**config.mk**
```make
export PLATFORM = sky130hd
export DESIGN_NAME = packet_deframe_checksum_check_unit
export DESIGN_NICKNAME = d
export VERILOG_FILES = /design/src/hw/rtl/pdcc_pkg.sv /design/src/hw/rtl/packet_deframe_checksum_check_unit.sv /design/src/hw/rtl/pdcc_cfg_regs.sv /design/src/hw/rtl/pdcc_parser.sv /design/src/hw/rtl/pdcc_out_reg.sv
export SDC_FILE = /design/constraint.sdc
export NUM_CORES = 1
export LEC_CHECK = 0
export BUFFER_PORTS_ARGS = -buffer_cell sky130_fd_sc_hd__buf_2
export CAP_MARGIN = 20
export CORE_MARGIN = 3
export CORE_UTILIZATION = 45
export DETAILED_ROUTE_END_ITERATION = 12
export GPL_TIMING_DRIVEN = 0
export PLACE_DENSITY = 0.75
export SYNTH_ARGS = -nofsm -noshare
export SYNTH_HDL_FRONTEND = slang
export SYNTH_SLANG_ARGS = --single-unit
export TNS_END_PERCENT = 50
```
**constraint.sdc**
```tcl
create_clock -name clk -period 15.03 [get_ports clk]
set_input_delay 0.7515 -clock clk [delete_from_list [all_inputs] [get_ports clk]]
set_output_delay 0.7515 -clock clk [all_outputs]
set_load 0.02 [all_outputs]
```
**src/hw/rtl/pdcc_pkg.sv**
```systemverilog
// Shared types and constants for the packet deframer with checksum check.
// Used by every module of the block; no dependencies of its own.
package pdcc_pkg;

	localparam int BYTE_W   = 8;
	localparam int LEN_W    = 16;
	localparam int MAXP_W   = 12;
	localparam int LIMIT_W  = 17;
	localparam int HDR_BYTES = 6;

	localparam logic [1:0] ST_BUSY     = 2'd0;
	localparam logic [1:0] ST_OK       = 2'd1;
	localparam logic [1:0] ST_BAD_SUM  = 2'd2;
	localparam logic [1:0] ST_TOO_LONG = 2'd3;

	localparam logic [2:0] HP_CMD    = 3'd0;
	localparam logic [2:0] HP_SRC    = 3'd1;
	localparam logic [2:0] HP_DST    = 3'd2;
	localparam logic [2:0] HP_SUM    = 3'd3;
	localparam logic [2:0] HP_LEN_HI = 3'd4;
	localparam logic [2:0] HP_LEN_LO = 3'd5;

	localparam logic REG_MAX_PAYLOAD = 1'b0;

	typedef struct packed {
		logic [BYTE_W-1:0] out_byte;
		logic              byte_valid;
		logic              is_last;
		logic [1:0]        status;
		logic [BYTE_W-1:0] command;
		logic [BYTE_W-1:0] source_addr;
		logic [BYTE_W-1:0] dest_addr;
		logic [LEN_W-1:0]  payload_len;
	} res_t;

endpackage

```
**src/hw/rtl/packet_deframe_checksum_check_unit.sv**
```systemverilog
// Packet deframer with 8-bit additive checksum check, top level.
// Depends on pdcc_pkg, pdcc_cfg_regs, pdcc_parser and pdcc_out_reg.
//
// Input channel (in_valid/in_stall/rx_byte) takes one byte per transaction.
// Each packet is a six-byte header (command, source, destination, checksum,
// length high, length low) followed by the payload. Header bytes give no
// result, except a final length byte that ends the packet (zero length or
// over the limit). Each payload byte gives one result with byte_valid set;
// the last one carries is_last and status ok or checksum mismatch.
// Throughput: one byte per cycle while out_stall is low. A byte waits in
// the input register, then its result in the output register (out_valid).
// The output register holds a result while out_stall is high; the input
// register still takes a byte that causes no result, and in_stall rises
// only when both registers are full. Reset clears the parser to await a
// command byte and sets max_payload to MAX_FRAME - 6 (at most 4095).
// The user writes max_payload over the APB port at address 0 only while
// idle; the block does not enforce it.
module packet_deframe_checksum_check_unit import pdcc_pkg::*; #(
	parameter int MAX_FRAME = 4096
) (
	input  logic              clk,
	input  logic              arst_n,
	input  logic              psel,
	input  logic              penable,
	input  logic              pwrite,
	input  logic [2:0]        paddr,
	input  logic [31:0]       pwdata,
	output logic [31:0]       prdata,
	output logic              pready,
	input  logic              in_valid,
	output logic              in_stall,
	input  logic [BYTE_W-1:0] rx_byte,
	output logic              out_valid,
	input  logic              out_stall,
	output logic [BYTE_W-1:0] out_byte,
	output logic              byte_valid,
	output logic              is_last,
	output logic [1:0]        status,
	output logic [BYTE_W-1:0] command,
	output logic [BYTE_W-1:0] source_addr,
	output logic [BYTE_W-1:0] dest_addr,
	output logic [LEN_W-1:0]  payload_len
);

	logic [LIMIT_W-1:0] limit;
	res_t               res;
	logic               res_valid;
	logic               res_ready;

	pdcc_cfg_regs #(
		.MAX_FRAME(MAX_FRAME)
	) u_cfg (
		.clk    (clk),
		.arst_n (arst_n),
		.psel   (psel),
		.penable(penable),
		.pwrite (pwrite),
		.paddr  (paddr),
		.pwdata (pwdata),
		.prdata (prdata),
		.pready (pready),
		.limit  (limit)
	);

	pdcc_parser u_parser (
		.clk      (clk),
		.arst_n   (arst_n),
		.in_valid (in_valid),
		.in_stall (in_stall),
		.rx_byte  (rx_byte),
		.limit    (limit),
		.res      (res),
		.res_valid(res_valid),
		.res_ready(res_ready)
	);

	pdcc_out_reg u_out (
		.clk        (clk),
		.arst_n     (arst_n),
		.res        (res),
		.res_valid  (res_valid),
		.res_ready  (res_ready),
		.out_valid  (out_valid),
		.out_stall  (out_stall),
		.out_byte   (out_byte),
		.byte_valid (byte_valid),
		.is_last    (is_last),
		.status     (status),
		.command    (command),
		.source_addr(source_addr),
		.dest_addr  (dest_addr),
		.payload_len(payload_len)
	);

endmodule

```
**src/hw/rtl/pdcc_cfg_regs.sv**
```systemverilog
// Configuration register file: APB-style access to max_payload, and output
// of the effective length limit. Depends on pdcc_pkg.
module pdcc_cfg_regs import pdcc_pkg::*; #(
	parameter int MAX_FRAME = 4096
) (
	input  logic               clk,
	input  logic               arst_n,
	input  logic               psel,
	input  logic               penable,
	input  logic               pwrite,
	input  logic [2:0]         paddr,
	input  logic [31:0]        pwdata,
	output logic [31:0]        prdata,
	output logic               pready,
	output logic [LIMIT_W-1:0] limit
);

	localparam int CAP = MAX_FRAME - HDR_BYTES;
	localparam logic [MAXP_W-1:0] MAXP_RST =
		(CAP < 4095) ? MAXP_W'(CAP) : {MAXP_W{1'b1}};
	localparam logic [LIMIT_W-1:0] CAP_L = LIMIT_W'(CAP);

	logic [MAXP_W-1:0]  max_payload_q;
	logic [LIMIT_W-1:0] maxp_ext;

	assign pready = 1'b1;

	always_ff @(posedge clk or negedge arst_n) begin
		if (!arst_n) begin
			max_payload_q <= MAXP_RST;
		end else if (psel && penable && pwrite && pready &&
				paddr[2] == REG_MAX_PAYLOAD) begin
			max_payload_q <= pwdata[MAXP_W-1:0];
		end
	end

	always_comb begin
		prdata = '0;
		if (paddr[2] == REG_MAX_PAYLOAD) begin
			prdata = {{(32-MAXP_W){1'b0}}, max_payload_q};
		end
	end

	assign maxp_ext = {{(LIMIT_W-MAXP_W){1'b0}}, max_payload_q};
	assign limit    = (maxp_ext < CAP_L) ? maxp_ext : CAP_L;

endmodule

```
**src/hw/rtl/pdcc_parser.sv**
```systemverilog
// Input register and per-byte frame parser: header capture, length check,
// running checksum and result formation. Depends on pdcc_pkg.
module pdcc_parser import pdcc_pkg::*; (
	input  logic               clk,
	input  logic               arst_n,
	input  logic               in_valid,
	output logic               in_stall,
	input  logic [BYTE_W-1:0]  rx_byte,
	input  logic [LIMIT_W-1:0] limit,
	output res_t               res,
	output logic               res_valid,
	input  logic               res_ready
);

	logic              valid_s1;
	logic [BYTE_W-1:0] byte_s1;

	logic [2:0]        header_pos_q, header_pos_d;
	logic              in_payload_q, in_payload_d;
	logic [BYTE_W-1:0] cmd_q, cmd_d, src_q, src_d, dst_q, dst_d;
	logic [BYTE_W-1:0] sum_exp_q, sum_exp_d, sum_q, sum_d;
	logic [LEN_W-1:0]  len_q, len_d, left_q, left_d;
	logic [1:0]        fin_status;
	logic              has_res;
	logic              fire;
	logic              accept;

	always_comb begin
		header_pos_d = header_pos_q;
		in_payload_d = in_payload_q;
		cmd_d        = cmd_q;
		src_d        = src_q;
		dst_d        = dst_q;
		sum_exp_d    = sum_exp_q;
		len_d        = len_q;
		left_d       = left_q;
		sum_d        = sum_q;
		fin_status   = ST_BUSY;
		has_res      = 1'b0;
		res          = '0;
		if (in_payload_q) begin
			sum_d       = sum_q + byte_s1;
			left_d      = left_q - 1'b1;
			has_res     = 1'b1;
			res.out_byte   = byte_s1;
			res.byte_valid = 1'b1;
			if (left_d == '0) begin
				in_payload_d = 1'b0;
				header_pos_d = HP_CMD;
				fin_status   = (sum_d == sum_exp_q) ? ST_OK : ST_BAD_SUM;
				res.is_last  = 1'b1;
				res.status   = fin_status;
			end else begin
				res.status   = ST_BUSY;
			end
		end else begin
			case (header_pos_q)
				HP_CMD: begin
					cmd_d = byte_s1;
					header_pos_d = HP_SRC;
				end
				HP_SRC: begin
					src_d = byte_s1;
					header_pos_d = HP_DST;
				end
				HP_DST: begin
					dst_d = byte_s1;
					header_pos_d = HP_SUM;
				end
				HP_SUM: begin
					sum_exp_d = byte_s1;
					header_pos_d = HP_LEN_HI;
				end
				HP_LEN_HI: begin
					len_d = {byte_s1, {BYTE_W{1'b0}}};
					header_pos_d = HP_LEN_LO;
				end
				default: begin
					len_d = {len_q[LEN_W-1:BYTE_W], byte_s1};
					header_pos_d = HP_CMD;
					sum_d = cmd_q + src_q + dst_q + byte_s1;
					if ({1'b0, len_d} > limit) begin
						has_res     = 1'b1;
						res.is_last = 1'b1;
						res.status  = ST_TOO_LONG;
					end else if (len_d == '0) begin
						has_res     = 1'b1;
						fin_status  = (sum_d == sum_exp_q) ? ST_OK : ST_BAD_SUM;
						res.is_last = 1'b1;
						res.status  = fin_status;
					end else begin
						left_d       = len_d;
						in_payload_d = 1'b1;
					end
				end
			endcase
		end
		res.command     = cmd_d;
		res.source_addr = src_d;
		res.dest_addr   = dst_d;
		res.payload_len = len_d;
	end

	assign fire      = valid_s1 && (!has_res || res_ready);
	assign res_valid = valid_s1 && has_res && res_ready;
	assign in_stall  = valid_s1 && !fire;
	assign accept    = in_valid && !in_stall;

	always_ff @(posedge clk or negedge arst_n) begin
		if (!arst_n) begin
			valid_s1 <= 1'b0;
		end else if (accept) begin
			valid_s1 <= 1'b1;
		end else if (fire) begin
			valid_s1 <= 1'b0;
		end
	end

	always_ff @(posedge clk) begin
		if (accept) begin
			byte_s1 <= rx_byte;
		end
	end

	always_ff @(posedge clk or negedge arst_n) begin
		if (!arst_n) begin
			header_pos_q <= HP_CMD;
			in_payload_q <= 1'b0;
			cmd_q        <= '0;
			src_q        <= '0;
			dst_q        <= '0;
			sum_exp_q    <= '0;
			len_q        <= '0;
			left_q       <= '0;
			sum_q        <= '0;
		end else if (fire) begin
			header_pos_q <= header_pos_d;
			in_payload_q <= in_payload_d;
			cmd_q        <= cmd_d;
			src_q        <= src_d;
			dst_q        <= dst_d;
			sum_exp_q    <= sum_exp_d;
			len_q        <= len_d;
			left_q       <= left_d;
			sum_q        <= sum_d;
		end
	end

endmodule

```
**src/hw/rtl/pdcc_out_reg.sv**
```systemverilog
// Result register: holds one result transaction until the receiver takes it.
// Depends on pdcc_pkg.
module pdcc_out_reg import pdcc_pkg::*; (
	input  logic              clk,
	input  logic              arst_n,
	input  res_t              res,
	input  logic              res_valid,
	output logic              res_ready,
	output logic              out_valid,
	input  logic              out_stall,
	output logic [BYTE_W-1:0] out_byte,
	output logic              byte_valid,
	output logic              is_last,
	output logic [1:0]        status,
	output logic [BYTE_W-1:0] command,
	output logic [BYTE_W-1:0] source_addr,
	output logic [BYTE_W-1:0] dest_addr,
	output logic [LEN_W-1:0]  payload_len
);

	logic valid_s2;
	res_t res_s2;

	assign res_ready = !valid_s2 || !out_stall;

	always_ff @(posedge clk or negedge arst_n) begin
		if (!arst_n) begin
			valid_s2 <= 1'b0;
		end else if (res_ready) begin
			valid_s2 <= res_valid;
		end
	end

	always_ff @(posedge clk) begin
		if (res_valid) begin
			res_s2 <= res;
		end
	end

	assign out_valid   = valid_s2;
	assign out_byte    = res_s2.out_byte;
	assign byte_valid  = res_s2.byte_valid;
	assign is_last     = res_s2.is_last;
	assign status      = res_s2.status;
	assign command     = res_s2.command;
	assign source_addr = res_s2.source_addr;
	assign dest_addr   = res_s2.dest_addr;
	assign payload_len = res_s2.payload_len;

endmodule

```
==> results of run 1 <==
[worst max path at each step]
stage | start | endpoint | slack (ps) | cells after the start
final | u_cfg.max_payload_q[1] | in_stall | 10860 | 11
after CTS | u_cfg.max_payload_q[1] | in_stall | 10840 | 11
after floorplan | u_cfg.max_payload_q[1] | u_out.byte_valid | 9890 | 10
after global placement | u_cfg.max_payload_q[1] | u_out.payload_len[15] | 8510 | 10
after detailed placement | u_cfg.max_payload_q[1] | u_out.payload_len[15] | 11250 | 11
after global routing | u_cfg.max_payload_q[1] | in_stall | 10530 | 11
[routing by layer]
layer  track usage, %  vias up
met1             27.3     2861
met2             31.8      197
met3             4.04       29
li1                 -     2814
met5                0        -
met4             7.07        0
[power breakdown]
group	switching [mW]	leakage (nW)	internal [mW]
Sequential	0.0696	1.74	0.564
Combinational	0.487	2.46	0.316
Clock	0.183	0.300	0.246
[layout make-up]
class                   count  area share (%)
clock buffers              20            5.12
inverters                  27            1.04
plain buffers              49            2.88
clock inverters            12            1.05
repair buffers             98            5.50
well taps                 225            2.88
flip-flops and latches    150            41.6
multi-input cells         507            40.0
[state kept, by name, indices dropped and copies added (netlist names), 2 cells and up]
register               flops
u_parser.dst_q             8
u_cfg.max_payload_q       12
u_out.command              8
u_parser.left_q           16
u_parser.sum_q             8
u_out.out_byte             8
u_parser.byte_s1           8
u_out.payload_len         16
u_parser.src_q             8
u_parser.sum_exp_q         8
u_out.status               2
u_parser.header_pos_q      3
u_out.source_addr          8
u_parser.cmd_q             8
u_out.dest_addr            8
u_parser.len_q            16
[cell usage in the layout, fill, tap and decap left out, types with 22 or more instances in the layout]
cell	instances
a21oi_1	22
buf_2	101
buf_4	26
dfrtp_1	80
edfxtp_1	60
ha_1	28
inv_1	27
mux2_1	40
mux2_2	41
nand2_1	43
nor2_1	63
[cell families (layout without fill, tap and decap cells)]
logic type | count (synthesis) | after routing | share of synthesized area [%]
adders and majority gates | 43 | 43 | 7.86
buffers and inverters | 76 | 206 | 4.63
AOI/OAI and AO/OA | 116 | 116 | 9.87
muxes | 88 | 88 | 11.9
DFF | 150 | 150 | 49.1
other | 2 | 21 | 0.0907
xor gates and xnor gates | 32 | 32 | 3.72
and+or+nand+nor | 207 | 207 | 12.8
[worst max-delay path, stage by stage, from the launching register on]
cell and delay [ps]:
dfstp_2 560, o211ai_1 100, nor3_1 300, nor2_1 80
ha_1 290, nor2b_1 130, o211ai_1 90, a21o_1 190
a31oi_2 480, o21ai_1 310, nor2_1 250, buf_2 220
==> reports/qor.csv, run 1 <==
stage,metric,value,unit
detailed_routing,DRT Wirelength,19.6,mm
placement,pre-CTS setup slack,11250,ps
placement,DPL Wire Length,14.1,mm
cts,worst-skew pair later-pin latency,430,ps
timing,"Period Utilization, post-route",27.7,%
worst_setup_path,Startpoint Class,flop,
layout,"Area growth, synth to finish",18.2,%
synthesis,Yosys reg bits,150,
timing,Fin. Hold Viols,0,
timing,Final Setup Violations,0,
grt,antenna violations before repair,0,
outcome,outcome,"complete, no violations",
cts,clk buf depth,2,
worst_setup_path,Reg2Reg Depth,11,
timing,setup TNS,0,ps
synthesis,Yosys top cell area share,24.2,%
detailed_routing,via count,5901,
layout,flip-flop and latch area,4070,sq um
synthesis,Ys Warns,0,
floorplanning,die height,142,microns
layout,diode count,0,
floorplanning,die width,142,microns
pwr,pwr dens,191,nW/um^2
detailed_routing,DRC,0,
cts,CTS Buf Count,17,
detailed_routing,via density per instance,5.42,
layout,post-layout util,55.4,%
min_path,Hold Crit Class,in2async,
floorplanning,Initial Utilization,46.9,%
detailed_routing,initial drt markers,379,
synthesis,Mapped Area,8280,sq um
synthesis,"top cells by area, synth","dfrtp_1, edfxtp_1, mux2_2",
synthesis,Synth cell types,69,
detailed_routing,Met3 Wirelength,1.20,mm
cts,CTS tree,built,
placement,Post-Place Cells,1055,
timing,FMAX,240,MHz
synthesis,"Avg Cell Area, Syn",11.6,sq um
timing,worst setup margin,10860,ps
grt,vias in the first global route,5826,
cts,H-tree depth,4,
synthesis,number of flops mapped to enable cells by yosys,60,
layout,area of the multi-input gates,3910,sq um
layout,final net count,943,
cts,CTS Hold Bufs,0,
worst_setup_path,Crit. End Element,primary output,
timing,Slew Limit Fails,0,
layout,"Design Area, Final",9780,sq um
timing,RSZ-0062 raised after global routing,no,
grt,largest net degree at the start of global routing,60,
detailed_routing,1st-pass router iterations,5,
detailed_routing,WL/cell,18.0,microns
cts,clk sinks,150,
placement,placed cell areas,9170,sq um
worst_setup_path,"Arr. time, crit path",3420,ps
floorplanning,boundary pin count,137,
worst_setup_path,FF-to-FF setup slack,11240,ps
grt,GR Util All Layers,20.0,%
detailed_routing,highest routed metal layer,met4,
timing,Rel. slew slack,39.1,%
layout,fin cells,1088,
timing,Layout Skew,10.7,ps
floorplanning,die area,20100,sq um
timing,hold slack,280,ps
synthesis,"top cells by count, synth","dfrtp_1, nor2_1, edfxtp_1",
timing,actual slew at the worst max-slew pin,908,ps
grt,global route overflow,0,
synthesis,top-count cell post-synth,dfrtp_1,
synthesis,"area leader, netlist",dfrtp_1,
timing,crit path time final,4170,ps
pwr,Lkg Pwr,4.50,nW
pwr,Worst IR Drop VDD,0.160,mV
cts,clk slew on worst S/H paths,70,ps
placement,Placer Congestion,0.928,
synthesis,Synth Flop Type,dfrtp_1,
floorplanning,# rows,48,
worst_setup_path,crit-path max FO,6,
detailed_routing,DRT antenna net count,0,
synthesis,synthesized instance count,714,
worst_setup_path,reg2reg end,u_out.dest_addr[7],
worst_setup_path,RR Startpoint,u_cfg.max_payload_q[1],
pwr,Design Power,1.87,mW
layout,layout cells sized above 1,26.7,%
placement,Buffers on Ports,93,
cts,post_cts resized,0,
cts,Root Buffer,clkbuf_16,
detailed_routing,wire length on met2,9.24,mm
floorplanning,core area,17700,sq um
detailed_routing,Met1 Wirelength,8.67,mm
layout,# fillers,1550,
synthesis,"FFs w/ async S/R, synth",60.0,%
synthesis,part of the Yosys area used for sequential elements,49.1,%
run,total of max-cap violations,0,
worst_setup_path,Crit Path Category,reg2out,
cts,Post-CTS Setup Bufs,0,
grt,first-pass GRT wire length,31.1,mm
worst_setup_path,CP required,14280,ps
No activity file was read; power rests on OpenSTA's default activity.
==> run 2: changes to the inputs <==
- clock period: 15.03 -> 4.1 ns (I/O delays scaled with it)
==> reports/qor.csv, run 2 (synthesis results as in run 1) <==
stage,metric,value,unit
detailed_routing,DRT Wirelength,19.8,mm
timing,Rel. slew slack,39.6,%
floorplanning,die height,142,microns
cts,Root Buffer,clkbuf_16,
timing,FMAX,261,MHz
pwr,Worst IR Drop VDD,0.506,mV
run,total of max-cap violations,0,
layout,"most common cell after layout, fill and taps aside",buf_2,
pwr,pwr dens,684,nW/um^2
worst_setup_path,FF-to-FF setup slack,280,ps
timing,hold slack,15.1,ps
min_path,Hold Crit Class,in2reg,
worst_setup_path,Reg2Reg Depth,11,
layout,most frequent cells in the layout,"buf_2, dfrtp_1, nor2_1",
timing,Layout Skew,9.95,ps
grt,global route overflow,0,
worst_setup_path,CP dominant cell by count,o211ai_1,
worst_setup_path,CP required,4220,ps
timing,actual slew at the worst max-slew pin,901,ps
placement,Placer Congestion,0.919,
worst_setup_path,Crit. End Element,flop,
worst_setup_path,Crit. Startpoint,u_cfg.max_payload_q[1],
grt,vias in the first global route,5985,
worst_setup_path,crit path cell chain,o211ai_1 -> nor3_1 -> nor2_1 -> ha_1 -> nor2b_1 -> o211ai_1 -> a21o_1 -> a31oi_2 -> o21ai_1 -> a21oi_4 -> buf_12,
min_path,hold_sp,pwdata[1],
layout,final net count,957,
detailed_routing,DRC,0,
detailed_routing,via density per instance,5.43,
layout,"Area growth, synth to finish",19.3,%
grt,largest net degree at the start of global routing,54,
grt,routing usage on met2,33.7,%
floorplanning,die area,20100,sq um
grt,grt met1 use,27.9,%
worst_setup_path,RR Startpoint,u_cfg.max_payload_q[1],
layout,post-layout util,55.9,%
worst_setup_path,"Arr. time, crit path",3950,ps
placement,Buffers on Ports,93,
timing,"Period Utilization, post-route",93.3,%
cts,post_cts resized,0,
timing,setup TNS,0,ps
cts,CTS Buf Count,17,
detailed_routing,WL/cell,18.0,microns
worst_setup_path,reg2reg end,u_out.command[3],
cts,clk sinks,150,
worst_setup_path,crit-path max cell delay,710,ps
grt,first-pass GRT wire length,32.0,mm
floorplanning,boundary pin count,137,
floorplanning,# rows,48,
timing,Slew Limit Fails,0,
timing,Final Setup Violations,0,
timing,RSZ-0062 raised after global routing,no,
timing,crit path time final,3820,ps
cts,CTS tree,built,
placement,DPL Wire Length,14.2,mm
grt,antenna violations before repair,0,
cts,clk slew on worst S/H paths,60,ps
cts,clk buf depth,2,
worst_setup_path,Crit Path Category,reg2reg,
detailed_routing,DRT antenna net count,0,
grt,gr busiest metal,met2,
worst_setup_path,crit-path max FO,31,
pwr,Lkg Pwr,4.53,nW
floorplanning,die width,142,microns
worst_setup_path,Startpoint Class,flop,
timing,Fin. Hold Viols,0,
cts,worst-skew pair later-pin latency,430,ps
layout,layout cells sized above 1,26.0,%
floorplanning,Initial Utilization,46.9,%
grt,GR Util All Layers,20.6,%
outcome,outcome,"complete, no violations",
detailed_routing,1st-pass router iterations,5,
grt,routing usage on met3,4.99,%
layout,diode count,0,
detailed_routing,via count,5989,
min_path,Hold EP,u_cfg.max_payload_q[1],
layout,# fillers,1512,
min_path,Min-Delay Path Depth,2,
floorplanning,core area,17700,sq um
cts,H-tree depth,4,
worst_setup_path,crit path max-delay cell type,a21oi_4,
detailed_routing,initial drt markers,394,
-- run 2: cell count changes in the layout (fill, tap and decap cells not counted) --
| cell | delta |
|---|---|
| clkbuf_16 | -1 |
| dlygate4sd3_1 | +14 |
| clkbuf_1 | +2 |
| clkbuf_4 | +1 |
| clkinvlp_4 | +1 |
| inv_8 | -1 |
| clkinv_4 | -3 |
| inv_6 | -3 |
| clkinv_2 | +6 |
| inv_4 | -1 |
| buf_4 | -1 |
-- run 2: worst max path at each step --
stage / end / depth (start not counted)
floorplan: u_out.byte_valid / 10
global placement: u_out.source_addr[6] / 10
detailed placement: u_out.dest_addr[4] / 11
CTS: u_out.source_addr[4] / 11
global route: u_out.command[3] / 11
finish: u_out.command[3] / 11
-- run 2: final cells by class --
type	count	area [sq um]	share of cell area [%]
Sequential cell	150	4070	41.2
Multi-Input combinational cell	507	3910	39.6
Timing Repair Buffer	112	678	6.87
Clock buffer	21	483	4.89
Buffer	49	282	2.85
Tap cell	225	282	2.85
Inverter	27	101	1.03
Clock inverter	11	70.1	0.710
-- run 2: power by group --
group	total, mW	internal (mW)	leakage [nW]	switching, mW
combinational	2.97	1.17	2.52	1.80
sequential	2.33	2.07	1.74	0.256
clock	1.46	0.842	0.277	0.614
total	6.75	4.08	4.53	2.67
-- run 2: per-stage QoR --
stage / worst slack (ps) / cell area, sq um / instances / power, mW
2_1_floorplan: 122 / 8350 / 733 / 4.47
3_3_place_gp: -862 / 9100 / 1051 / 5.20
3_5_place_dp: 273 / 9170 / 1054 / 5.29
4_1_cts: 243 / 9860 / 1100 / 6.78
5_1_grt: 8.45 / 9870 / 1102 / 7.22
6_report: 276 / 9870 / 1102 / 6.75
-- run 2: metal layers --
layer  routed length [microns]  vias up
met5                         0        -
met4                       363        0
met3                      1430       30
met2                      9530      210
met1                      8490     2909
li1                          -     2840
-- run 2: critical path, delay by kind of cell (launching register included) --
kind / cells / cell delay, ps
AOI/OAI and AO/OA: 6 / 1860
DFF: 1 / 560
and+or+nand+nor: 3 / 510
adders and majority gates: 1 / 290
buffers and inverters: 1 / 290
-- run 2: repair_timing --
| action | CTS | global route |
|---|---|---|
| hold buffers | 14 | 0 |
| buffers inserted | 0 | 0 |
| hold endpoints to repair | 40 | 0 |
==> run 3: changes to the inputs <==
- ABC_CLOCK_PERIOD_IN_PS: not set -> 4100
- RECOVER_POWER: not set -> 100
==> reports/qor.csv, run 3 (synthesis results as in run 1) <==
stage,metric,value,unit
outcome,outcome,"complete, but fails checks",
outcome,failing checks,"max-capacitance violations, max-slew violations",
timing,Layout Skew,9.34,ps
timing,Fin. Hold Viols,0,
cts,clk slew on worst S/H paths,60,ps
timing,"Period Utilization, post-route",92.3,%
min_path,Min-Delay Path Depth,2,
floorplanning,core area,17700,sq um
worst_setup_path,Reg2Reg Depth,11,
pwr,pwr dens,685,nW/um^2
worst_setup_path,crit path buf inv count,1,
run,total of max-cap violations,2,
timing,FMAX,264,MHz
layout,post-layout util,54.9,%
timing,actual slew at the worst max-slew pin,2240,ps
placement,Placer Congestion,0.919,
worst_setup_path,crit-path max cell delay,690,ps
timing,worst setup margin,315,ps
floorplanning,die width,142,microns
cts,clk sinks,150,
cts,CTS Hold Bufs,14,
worst_setup_path,"CP delay by family, top",compound AO/OA/AOI/OAI gates,
cts,H-tree depth,4,
floorplanning,boundary pin count,137,
worst_setup_path,crit path cell chain,o211ai_1 -> nor3_1 -> nor2_1 -> ha_1 -> nor2b_1 -> o211ai_1 -> a21o_1 -> a31oi_2 -> o21ai_1 -> a21oi_4 -> buf_6,
cts,CTS Buf Count,17,
layout,"most common cell after layout, fill and taps aside",clkbuf_1,
worst_setup_path,"Arr. time, crit path",3890,ps
timing,RSZ-0062 raised after global routing,no,
layout,diode count,0,
cts,clk buf depth,2,
timing,Rel. slew slack,-49.1,%
grt,GR Util All Layers,20.6,%
worst_setup_path,crit path max-delay cell type,a21oi_4,
worst_setup_path,stages on the worst setup path,11,
pwr,Lkg Pwr,4.30,nW
layout,"Area growth, synth to finish",17.1,%
detailed_routing,initial drt markers,385,
cts,post_cts resized,0,
placement,pre-CTS setup slack,273,ps
worst_setup_path,CP dominant cell by count,o211ai_1,
pwr,Worst IR Drop VDD,0.477,mV
detailed_routing,DRT antenna net count,0,
floorplanning,Initial Utilization,46.9,%
floorplanning,die area,20100,sq um
placement,DPL Wire Length,14.2,mm
layout,# fillers,1572,
detailed_routing,via count,6012,
detailed_routing,DRC,0,
layout,flip-flop and latch area,4070,sq um
layout,area of the multi-input gates,3870,sq um
timing,crit path time final,3790,ps
worst_setup_path,crit-path max FO,31,
cts,Post-CTS Setup Bufs,0,
grt,first-pass GRT wire length,32.0,mm
layout,final net count,957,
detailed_routing,DRT Wirelength,19.9,mm
layout,layout cells sized above 1,13.9,%
grt,global route overflow,0,
placement,Buffers on Ports,93,
detailed_routing,via density per instance,5.46,
worst_setup_path,Startpoint Class,flop,
min_path,Hold Crit Class,in2reg,
timing,Final Setup Violations,0,
worst_setup_path,CP required,4200,ps
cts,worst-skew pair later-pin latency,430,ps
placement,placed cell areas,9170,sq um
layout,most frequent cells in the layout,"clkbuf_1, dfrtp_1, nor2_1",
floorplanning,# rows,48,
detailed_routing,1st-pass router iterations,6,
pwr,Design Power,6.64,mW
cts,CTS tree,built,
worst_setup_path,Crit. End Element,flop,
layout,"Design Area, Final",9690,sq um
floorplanning,die height,142,microns
grt,largest net degree at the start of global routing,54,
grt,vias in the first global route,5985,
cts,Root Buffer,clkbuf_16,
detailed_routing,WL/cell,18.0,microns
timing,Slew Limit Fails,49,
grt,antenna violations before repair,0,
worst_setup_path,Crit Path Category,reg2reg,
[run 3: changes by cell type in the layout (fill, tap and decap cells not counted), moves of 3 or more]
cell and delta:
and2_0 +4, and2_1 -4, buf_2 -73, buf_4 -3, clkbuf_1 +79, mux2_1 +22
mux2_2 -22
[run 3: worst paths after layout]
path                                              from                      to  slack (ps)
worst min-delay path                         pwdata[1]  u_cfg.max_payload_q[1]          20
worst max-delay path            u_cfg.max_payload_q[1]    u_out.source_addr[4]         310
min in group asynchronous                       arst_n      u_parser.left_q[5]        1000
worst max register to register  u_cfg.max_payload_q[1]    u_out.source_addr[4]         310
max in group asynchronous                       arst_n       u_parser.dst_q[6]         770
worst min register to register       u_parser.len_q[2]       u_parser.len_q[2]         490
[run 3: power breakdown]
part | internal (mW) | leakage, nW | total, mW | switching (mW)
Sequential | 2.07 | 1.74 | 2.33 | 0.263
Clock | 0.842 | 0.277 | 1.46 | 0.614
Combinational | 1.06 | 2.28 | 2.85 | 1.79
Total | 3.98 | 4.30 | 6.64 | 2.67
[run 3: stage by stage]
stage	setup TNS [ps]	hold WS [ps]	std cells
after floorplan	0	-90.6	733
after global placement	-44570	383	1051
after detailed placement	0	235	1054
after CTS	0	0.642	1100
after global routing	0	10.3	1102
final	0	15.5	1102
[run 3: layout make-up]
class                           count  share of cell area, %
Sequential cell                   150                   41.9
Multi-Input combinational cell    507                   39.9
Inverter                           27                   1.05
Buffer                             49                   2.81
Tap cell                          225                   2.90
Clock inverter                     11                  0.723
Timing Repair Buffer              112                   5.64
Clock buffer                       21                   4.98
[run 3: routing by layer]
layer	wire length, microns	share of wire (%)	GRT usage, %
met5	0	0	0
met4	312	1.6	4.65
met3	1390	7.0	4.99
met2	9610	48	33.7
met1	8560	43	27.9
